==> src/hw/rtl/mct_pkg.sv <==
package mct_pkg;

	// bank size and time base
	localparam int unsigned NUM_TIMERS  = 16;
	localparam int unsigned TIME_W      = 32;
	localparam int unsigned MAX_RESULTS = 16;

	localparam int unsigned IDX_W = (NUM_TIMERS > 1) ? $clog2(NUM_TIMERS) : 1;
	localparam int unsigned CNT_W = $clog2(MAX_RESULTS + 1);

	// item field widths
	localparam int unsigned OP_W  = 4;
	localparam int unsigned CH_W  = 4;
	localparam int unsigned ACT_W = 8;
	localparam int unsigned PER_W = 32;
	localparam int unsigned REM_W = 32;

	// command codes
	localparam logic [OP_W-1:0] OP_TICK     = OP_W'(0);
	localparam logic [OP_W-1:0] OP_PERIODIC = OP_W'(1);
	localparam logic [OP_W-1:0] OP_IDLE     = OP_W'(2);
	localparam logic [OP_W-1:0] OP_ONCE     = OP_W'(3);
	localparam logic [OP_W-1:0] OP_SEVERAL  = OP_W'(4);
	localparam logic [OP_W-1:0] OP_SET_PER  = OP_W'(5);
	localparam logic [OP_W-1:0] OP_ENABLE   = OP_W'(6);
	localparam logic [OP_W-1:0] OP_DISABLE  = OP_W'(7);
	localparam logic [OP_W-1:0] OP_RESYNC   = OP_W'(8);

	typedef enum logic [1:0] {
		MODE_IDLE,
		MODE_PERIODIC,
		MODE_ONCE,
		MODE_SEVERAL
	} mode_t;

	typedef enum logic [1:0] {
		ST_IDLE,
		ST_SCAN,
		ST_FLUSH
	} ctrl_state_t;

	// controller to datapath
	typedef struct packed {
		logic accept_cmd;
		logic accept_tick;
		logic scan_en;
		logic flush;
	} mct_cmd_t;

	// datapath to controller
	typedef struct packed {
		logic is_tick;
		logic fire;
		logic pend_v;
		logic out_free;
		logic idx_last;
	} mct_sts_t;

endpackage

==> src/hw/rtl/mct_dp.sv <==
module mct_dp (
	input  logic                      clk,
	input  logic                      arst_n,
	input  mct_pkg::mct_cmd_t         cmd,
	output mct_pkg::mct_sts_t         sts,
	input  logic [mct_pkg::OP_W-1:0]  opcode,
	input  logic [mct_pkg::CH_W-1:0]  channel,
	input  logic [mct_pkg::PER_W-1:0] interval,
	input  logic [mct_pkg::PER_W-1:0] offset,
	input  logic [mct_pkg::REM_W-1:0] repeat_count,
	output logic                      out_valid,
	input  logic                      out_ready,
	output logic [mct_pkg::CH_W-1:0]  fired_channel,
	output logic                      last
);
	import mct_pkg::*;

	logic [TIME_W-1:0] time_q;
	mode_t             mode_q  [NUM_TIMERS];
	logic [ACT_W-1:0]  act_q   [NUM_TIMERS];
	logic [TIME_W-1:0] dl_q    [NUM_TIMERS];
	logic [PER_W-1:0]  per_q   [NUM_TIMERS];
	logic [REM_W-1:0]  rem_q   [NUM_TIMERS];

	logic [IDX_W-1:0] idx_q;
	logic [CNT_W-1:0] cnt_q;
	logic             pend_v_q;
	logic [IDX_W-1:0] pend_ch_q;
	logic             out_v_q;
	logic [CH_W-1:0]  out_ch_q;
	logic             out_last_q;

	logic [IDX_W-1:0]  sel;
	mode_t             rd_mode, nx_mode;
	logic [ACT_W-1:0]  rd_act, nx_act;
	logic [TIME_W-1:0] rd_dl, nx_dl;
	logic [PER_W-1:0]  rd_per, nx_per;
	logic [REM_W-1:0]  rd_rem, nx_rem;
	logic              we;
	logic              ch_ok, hit, raise, report, out_free, out_load;
	logic [ACT_W-1:0]  act_bump;

	assign ch_ok = 32'(channel) < NUM_TIMERS;
	assign sel   = cmd.accept_cmd ? IDX_W'(channel) : idx_q;

	assign rd_mode = mode_q[sel];
	assign rd_act  = act_q[sel];
	assign rd_dl   = dl_q[sel];
	assign rd_per  = per_q[sel];
	assign rd_rem  = rem_q[sel];

	assign hit      = time_q > rd_dl;
	assign raise    = hit && (rd_act != '0);
	assign report   = raise && (cnt_q < CNT_W'(MAX_RESULTS));
	assign act_bump = (rd_act == '1) ? rd_act : rd_act + 1'b1;
	assign out_free = !out_v_q || out_ready;

	// next value of the one entry touched this cycle
	always_comb begin
		nx_mode = rd_mode;
		nx_act  = rd_act;
		nx_dl   = rd_dl;
		nx_per  = rd_per;
		nx_rem  = rd_rem;
		we      = 1'b0;
		if (cmd.accept_cmd && ch_ok) begin
			we = 1'b1;
			case (opcode)
				OP_PERIODIC: begin
					nx_mode = MODE_PERIODIC;
					nx_per  = interval;
					nx_dl   = time_q + TIME_W'(offset);
					nx_act  = ACT_W'(1);
				end
				OP_IDLE: begin
					nx_mode = MODE_IDLE;
					nx_act  = '0;
				end
				OP_ONCE: begin
					nx_mode = MODE_ONCE;
					nx_dl   = time_q + TIME_W'(interval);
					nx_act  = act_bump;
				end
				OP_SEVERAL: begin
					nx_mode = MODE_SEVERAL;
					nx_rem  = repeat_count - 1'b1;
					nx_per  = interval;
					nx_dl   = time_q + TIME_W'(interval);
					nx_act  = act_bump;
				end
				OP_SET_PER: nx_per = interval;
				OP_ENABLE:  nx_act = ACT_W'(1);
				OP_DISABLE: nx_act = '0;
				OP_RESYNC:  nx_dl  = time_q;
				default:    we     = 1'b0;
			endcase
		end else if (cmd.scan_en && hit) begin
			we    = 1'b1;
			nx_dl = rd_dl + TIME_W'(rd_per);
			if (raise) begin
				case (rd_mode)
					MODE_ONCE: nx_act = rd_act - 1'b1;
					MODE_SEVERAL: begin
						if (rd_rem != '0) begin
							nx_rem = rd_rem - 1'b1;
						end else begin
							nx_act = '0;
						end
					end
					default: ;
				endcase
			end
		end
	end

	always_ff @(posedge clk or negedge arst_n) begin
		if (!arst_n) begin
			for (int i = 0; i < NUM_TIMERS; i++) begin
				mode_q[i] <= MODE_IDLE;
				act_q[i]  <= '0;
				dl_q[i]   <= '0;
				per_q[i]  <= '0;
				rem_q[i]  <= '0;
			end
		end else if (we) begin
			mode_q[sel] <= nx_mode;
			act_q[sel]  <= nx_act;
			dl_q[sel]   <= nx_dl;
			per_q[sel]  <= nx_per;
			rem_q[sel]  <= nx_rem;
		end
	end

	// a held fire is passed on when a later one shows up or at scan end
	assign out_load = cmd.flush || (cmd.scan_en && report && pend_v_q);

	always_ff @(posedge clk or negedge arst_n) begin
		if (!arst_n) begin
			time_q   <= '0;
			idx_q    <= '0;
			cnt_q    <= '0;
			pend_v_q <= 1'b0;
			out_v_q  <= 1'b0;
		end else begin
			if (cmd.accept_tick) begin
				time_q <= time_q + 1'b1;
				idx_q  <= '0;
				cnt_q  <= '0;
			end
			if (cmd.scan_en) begin
				idx_q <= idx_q + 1'b1;
				if (report) begin
					cnt_q    <= cnt_q + 1'b1;
					pend_v_q <= 1'b1;
				end
			end
			if (cmd.flush) begin
				pend_v_q <= 1'b0;
			end
			if (out_load) begin
				out_v_q <= 1'b1;
			end else if (out_ready) begin
				out_v_q <= 1'b0;
			end
		end
	end

	always_ff @(posedge clk) begin
		if (cmd.scan_en && report) begin
			pend_ch_q <= idx_q;
		end
		if (out_load) begin
			out_ch_q   <= CH_W'(pend_ch_q);
			out_last_q <= cmd.flush;
		end
	end

	assign out_valid     = out_v_q;
	assign fired_channel = out_ch_q;
	assign last          = out_last_q;

	assign sts.is_tick  = opcode == OP_TICK;
	assign sts.fire     = report;
	assign sts.pend_v   = pend_v_q;
	assign sts.out_free = out_free;
	assign sts.idx_last = idx_q == IDX_W'(NUM_TIMERS - 1);

endmodule

==> src/hw/rtl/mct_ctrl.sv <==
module mct_ctrl (
	input  logic              clk,
	input  logic              arst_n,
	input  logic              in_valid,
	output logic              in_ready,
	input  mct_pkg::mct_sts_t sts,
	output mct_pkg::mct_cmd_t cmd
);
	import mct_pkg::*;

	ctrl_state_t state_q, state_nx;

	always_ff @(posedge clk or negedge arst_n) begin
		if (!arst_n) begin
			state_q <= ST_IDLE;
		end else begin
			state_q <= state_nx;
		end
	end

	always_comb begin
		state_nx = state_q;
		cmd      = '0;
		in_ready = 1'b0;
		case (state_q)
			ST_IDLE: begin
				in_ready = 1'b1;
				if (in_valid) begin
					if (sts.is_tick) begin
						cmd.accept_tick = 1'b1;
						state_nx        = ST_SCAN;
					end else begin
						cmd.accept_cmd = 1'b1;
					end
				end
			end
			ST_SCAN: begin
				// hold the channel when a new fire needs the full output slot
				if (!(sts.fire && sts.pend_v && !sts.out_free)) begin
					cmd.scan_en = 1'b1;
					if (sts.idx_last) begin
						state_nx = ST_FLUSH;
					end
				end
			end
			ST_FLUSH: begin
				if (!sts.pend_v) begin
					state_nx = ST_IDLE;
				end else if (sts.out_free) begin
					cmd.flush = 1'b1;
					state_nx  = ST_IDLE;
				end
			end
			default: state_nx = ST_IDLE;
		endcase
	end

endmodule

==> src/hw/rtl/multi_channel_interval_timer_top.sv <==
// channel | signals                                        | role
// in      | in_valid in_ready opcode channel interval      | command or tick item
//         | offset repeat_count                            |
// out     | out_valid out_ready fired_channel last         | one fire event per item
//
// a command item is applied at its accept edge and leaves the input open
// a tick item: the accept edge bumps the time, then one channel per cycle
// is checked and updated through the single shared read/modify/write port
// of the timer bank while the scan is not held, then a closing step hands
// any held fire event out with last set
// a full output register holds the scan on a channel that fires while a
// fire event is already held, and delays the closing step
// arst_n clears time, all timer entries and the handshake state at once
module multi_channel_interval_timer_top (
	input  logic                      clk,
	input  logic                      arst_n,
	input  logic                      in_valid,
	output logic                      in_ready,
	input  logic [mct_pkg::OP_W-1:0]  opcode,
	input  logic [mct_pkg::CH_W-1:0]  channel,
	input  logic [mct_pkg::PER_W-1:0] interval,
	input  logic [mct_pkg::PER_W-1:0] offset,
	input  logic [mct_pkg::REM_W-1:0] repeat_count,
	output logic                      out_valid,
	input  logic                      out_ready,
	output logic [mct_pkg::CH_W-1:0]  fired_channel,
	output logic                      last
);
	import mct_pkg::*;

	// controller / datapath link
	mct_cmd_t cmd;
	mct_sts_t sts;

	// sequencer: idle, channel scan, final hand-off
	mct_ctrl u_ctrl (
		.clk      (clk),
		.arst_n   (arst_n),
		.in_valid (in_valid),
		.in_ready (in_ready),
		.sts      (sts),
		.cmd      (cmd)
	);

	// timer bank, time counter, held fire and output register
	mct_dp u_dp (
		.clk           (clk),
		.arst_n        (arst_n),
		.cmd           (cmd),
		.sts           (sts),
		.opcode        (opcode),
		.channel       (channel),
		.interval      (interval),
		.offset        (offset),
		.repeat_count  (repeat_count),
		.out_valid     (out_valid),
		.out_ready     (out_ready),
		.fired_channel (fired_channel),
		.last          (last)
	);

	// a tick item always starts a scan, so no item follows right behind it
	a_tick_blocks : assert property (@(posedge clk) disable iff (!arst_n)
		in_valid && in_ready && opcode == OP_TICK |=> !in_ready)
		else $error("input taken right after a tick item");

	// a command item never leaves the input side closed
	a_cmd_single : assert property (@(posedge clk) disable iff (!arst_n)
		in_valid && in_ready && opcode != OP_TICK |=> in_ready)
		else $error("command item stalled the input side");

	// a scan step never drops a held fire while the output slot is still full
	a_no_overrun : assert property (@(posedge clk) disable iff (!arst_n)
		cmd.scan_en && sts.fire && sts.pend_v |-> sts.out_free)
		else $error("fire event overran the output register");

endmodule
==> config.mk <==
export PLATFORM = sky130hd
export DESIGN_NAME = multi_channel_interval_timer_top
export DESIGN_NICKNAME = d
export VERILOG_FILES = /design/src/hw/rtl/mct_pkg.sv /design/src/hw/rtl/mct_dp.sv /design/src/hw/rtl/mct_ctrl.sv /design/src/hw/rtl/multi_channel_interval_timer_top.sv
export SDC_FILE = /design/constraint.sdc
export NUM_CORES = 2
export LEC_CHECK = 0
export BUFFER_PORTS_ARGS = -buffer_cell sky130_fd_sc_hd__buf_4
export CORE_MARGIN = 2
export CORE_UTILIZATION = 50
export DETAILED_ROUTE_END_ITERATION = 8
export PLACE_DENSITY = 0.68
export SYNTH_ARGS = -nofsm -noshare
export SYNTH_HDL_FRONTEND = slang
export SYNTH_HIERARCHICAL = 1
export SYNTH_SLANG_ARGS = --single-unit
==> constraint.sdc <==
create_clock -name clk -period 7.8 [get_ports clk]
set_input_delay 0.78 -clock clk [delete_from_list [all_inputs] [get_ports clk]]
set_output_delay 0.78 -clock clk [all_outputs]
set_load 0.005 [all_outputs]
==> results.json <==
{
  "status": "finished, final reports clean",
  "period_needed_ps": 7470,
  "chipWidth_um": 416,
  "drc": 0,
  "grt_usage_pct": 32.2,
  "numCtsBuffers": 184,
  "required_ps": 8560,
  "path_class": "primary input to register",
  "synth_top_cell_area_share_pct": 51.2,
  "globalplace.congestion": 0.931,
  "viasPerCell": 6.19,
  "cts_setup_buffers": 0,
  "fin_crit_sh_pct": 95.8,
  "synthesis.nets": 8750,
  "drt-met1-wl_um": 112000,
  "synth_top_area_cell": "dfrtp_1",
  "initial_core_util_pct": 50.3,
  "antenna_found_initial": 7,
  "max_stage_delay_ps": 1000,
  "yosys_warnings": 6,
  "area_delta_synth_final_pct": 17.7,
  "synth-edff-count": 9,
  "grt_pass1_vias": 68500,
  "grt_max_degree": 189,
  "ys_top_cells_by_area": "dfrtp_1, nand2_1, mux4_2",
  "root_buffer": "clkbuf_16",
  "rsz0062_at_grt": "no",
  "htreeDepth": 4,
  "ant_nets": 0,
  "wl_met2_um": 129000,
  "hp-class": "primary input to register",
  "nNetsFinal": 8995,
  "clock_path_buffers": 3,
  "fmax_ghz": 0.134,
  "clock_skew_ps": 62.1,
  "highest_layer": "met5",
  "finalSetupTns_ps": 0,
  "crit_path_max_fanout": 22,
  "clock_sinks": 1750,
  "ir_worst_vdd_mv": 0.312,
  "synth_commonest_cells": "nand2_1, dfrtp_1, o21ai_0",
  "grt.overflow.total": 0,
  "routed_wl_um": 280000,
  "avgSynthCellArea_um2": 9.96,
  "place_hpwl_um": 183000,
  "cap_viol_max_count": 0,
  "die_h_um": 416,
  "worst_ep_arrival_time_ps": 8230,
  "dr_wl_met3_um": 23700,
  "grt_pass1_wl_um": 427000,
  "critPathSlowestCell": "nor3_2",
  "portBuffers": 114,
  "avgRoutedWirePerCell_um": 25.0,
  "cp_common_cell": "buf_4",
  "io_pins": 115,
  "yosysMostFrequentCell": "nand2_1",
  "power.leakage_nw": 46.8,
  "ys.flop_type": "dfrtp_1",
  "worstMarginPinSlew_ps": 1370,
  "cts_tree": "done",
  "finalSetupViolCount": 0,
  "whs_ps": 332,
  "fillers": 13700,
  "num_rows": 151,
  "finalMaxSlewViolations": 0,
  "drive_above_1_share_pct": 19.8,
  "synthArstFlopShare_pct": 99.5,
  "synthDistinctLibCells": 113,
  "vias": 69100,
  "synth.ff_latch_count": 1750,
  "syn_inst": 8537,
  "yosysSeqAreaShare_pct": 51.5,
  "cts.reportedPaths.clkPinSlew_ps": 60,
  "endpoint_kind": "register",
  "netlist_area_um2": 85100,
  "core_area_um2": 169000,
  "die_area_um2": 173000,
  "clk_latency_ps": 870,
  "start_kind": "primary input",
  "power.density_nw_per_um2": 358,
  "drtIter0Drc": 7941,
  "first_pass_iters": 6,
  "hold_viol_final": 0,
  "maxSlewHeadroom_pct": 8.26
}
==> path summary, 6_finish.rpt <==
| check | cells after the start | slack [ps] | start | end |
|---|---|---|---|---|
| worst max register to register | 28 | 630 | u_ctrl/state_q[0] | u_dp/dl_q[511] |
| min in group asynchronous | 2 | 630 | arst_n | u_dp/mode_q[27] |
| worst min register to register | 0 | 420 | u_dp/pend_ch_q[0] | u_dp/fired_channel[0] |
| worst max-delay path | 31 | 330 | opcode[1] | u_dp/dl_q[511] |
| worst min-delay path | 3 | 330 | in_valid | u_ctrl/state_q[0] |
| max in group asynchronous | 4 | 4930 | arst_n | u_dp/dl_q[252] |
==> state kept, by name, indices dropped and copies added (netlist names), 5 cells and up <==
name	cells
u_dp/time_q	32
u_dp/mode_q	32
u_dp/cnt_q	5
u_dp/rem_q	512
u_dp/per_q	512
u_dp/act_q	128
u_dp/dl_q	512
==> through the flow <==
| stage | instances | cell area (µm²) | util (%) | total power, mW | setup WS [ps] |
|---|---|---|---|---|---|
| 6_report | 11200 | 100000 | 59.2 | 35.9 | 326 |
| 5_1_grt | 11200 | 100000 | 59.2 | 37.5 | 5.89 |
| 4_1_cts | 11200 | 100000 | 59.1 | 35.7 | 470 |
| 3_5_place_dp | 10800 | 93600 | 55.3 | 26.3 | -384 |
| 3_3_place_gp | 10800 | 93600 | 55.3 | 25.9 | -551 |
| 2_1_floorplan | 8537 | 85100 | - | 20.5 | 6.52 |
==> cell type report <==
| type | instances | area (µm²) | area share (%) |
|---|---|---|---|
| antenna | 4 | 10.0 | 0.0100 |
| tap | 2218 | 2780 | 2.77 |
| sequential | 1750 | 43800 | 43.8 |
| timing repair buffer | 774 | 8400 | 8.39 |
| clock inverter | 81 | 1150 | 1.15 |
| clock buffer | 262 | 5350 | 5.34 |
| multi-input combinational | 6007 | 38400 | 38.3 |
| inverter | 65 | 244 | 0.244 |
==> per-layer routing <==
metal	up-vias	track usage, %
li1	30200	-
met1	34600	43.6
met2	3468	50.3
met3	745	5.80
met4	2	16.0
met5	-	0
==> power breakdown <==
group	internal, mW	total, mW	leakage (nW)	switching [mW]
Clock	5.45	9.34	3.18	3.89
Combinational	5.49	14.1	19.6	8.63
Sequential	11.2	12.4	24.1	1.24
==> cell usage in the layout (no fill, tap or decap), types with 13 or more instances in the layout <==
cell type / synthesis / routed
a22o_1: 28 / 27
ha_1: 103 / 103
dfrtp_1: 1741 / 1741
buf_12: 1 / 205
xnor2_1: 81 / 81
a41oi_1: 59 / 59
a21o_1: 54 / 54
clkbuf_1: 526 / 34
bufinv_16: 0 / 19
inv_1: 64 / 64
o21ai_1: 122 / 122
a22oi_1: 172 / 172
or3_1: 29 / 29
o22ai_1: 14 / 14
o21ai_0: 1258 / 1256
nor2_1: 175 / 174
a21oi_1: 129 / 127
clkinv_2: 0 / 35
nor3_2: 4 / 13
nand2_1: 2575 / 2575
xor2_1: 51 / 51
nand2b_1: 21 / 21
a211oi_1: 19 / 19
mux4_2: 353 / 353
nor3_1: 54 / 41
o31ai_1: 61 / 60
nor2b_1: 14 / 14
o21a_1: 14 / 13
buf_4: 51 / 567
and3_1: 24 / 23
nand3_1: 65 / 49
nand4_1: 23 / 23
o211ai_1: 17 / 17
a31oi_1: 43 / 38
mux2_2: 195 / 195
and2_1: 19 / 19
clkbuf_8: 0 / 43
nand3_4: 1 / 17
nor4_1: 15 / 14
clkbuf_16: 0 / 185
==> what timing repair did <==
action                                  4_1_cts  5_1_grt
hold buffers                                  1        0
endpoints found under the setup margin        0       10
endpoints found under the hold margin        10        0
gates resized for setup                       0        2
==> kinds of logic after synthesis <==
group | synth area share (%)
compound gates | 14.5
xor+xnor | 1.36
fa+ha+maj | 1.56
buf+inv | 3.96
flops | 51.5
mux | 12.2
simple gates | 14.9
==> worst max-delay path: cells and delay by family <==
kind / cells / cell delay, ps
AND/OR/NAND/NOR: 11 / 3230
AO/OA/AOI/OAI: 10 / 1930
buffers and inverters: 9 / 1970
adder cells (fa/ha/maj): 1 / 300
(Power assumes the default switching activity.)
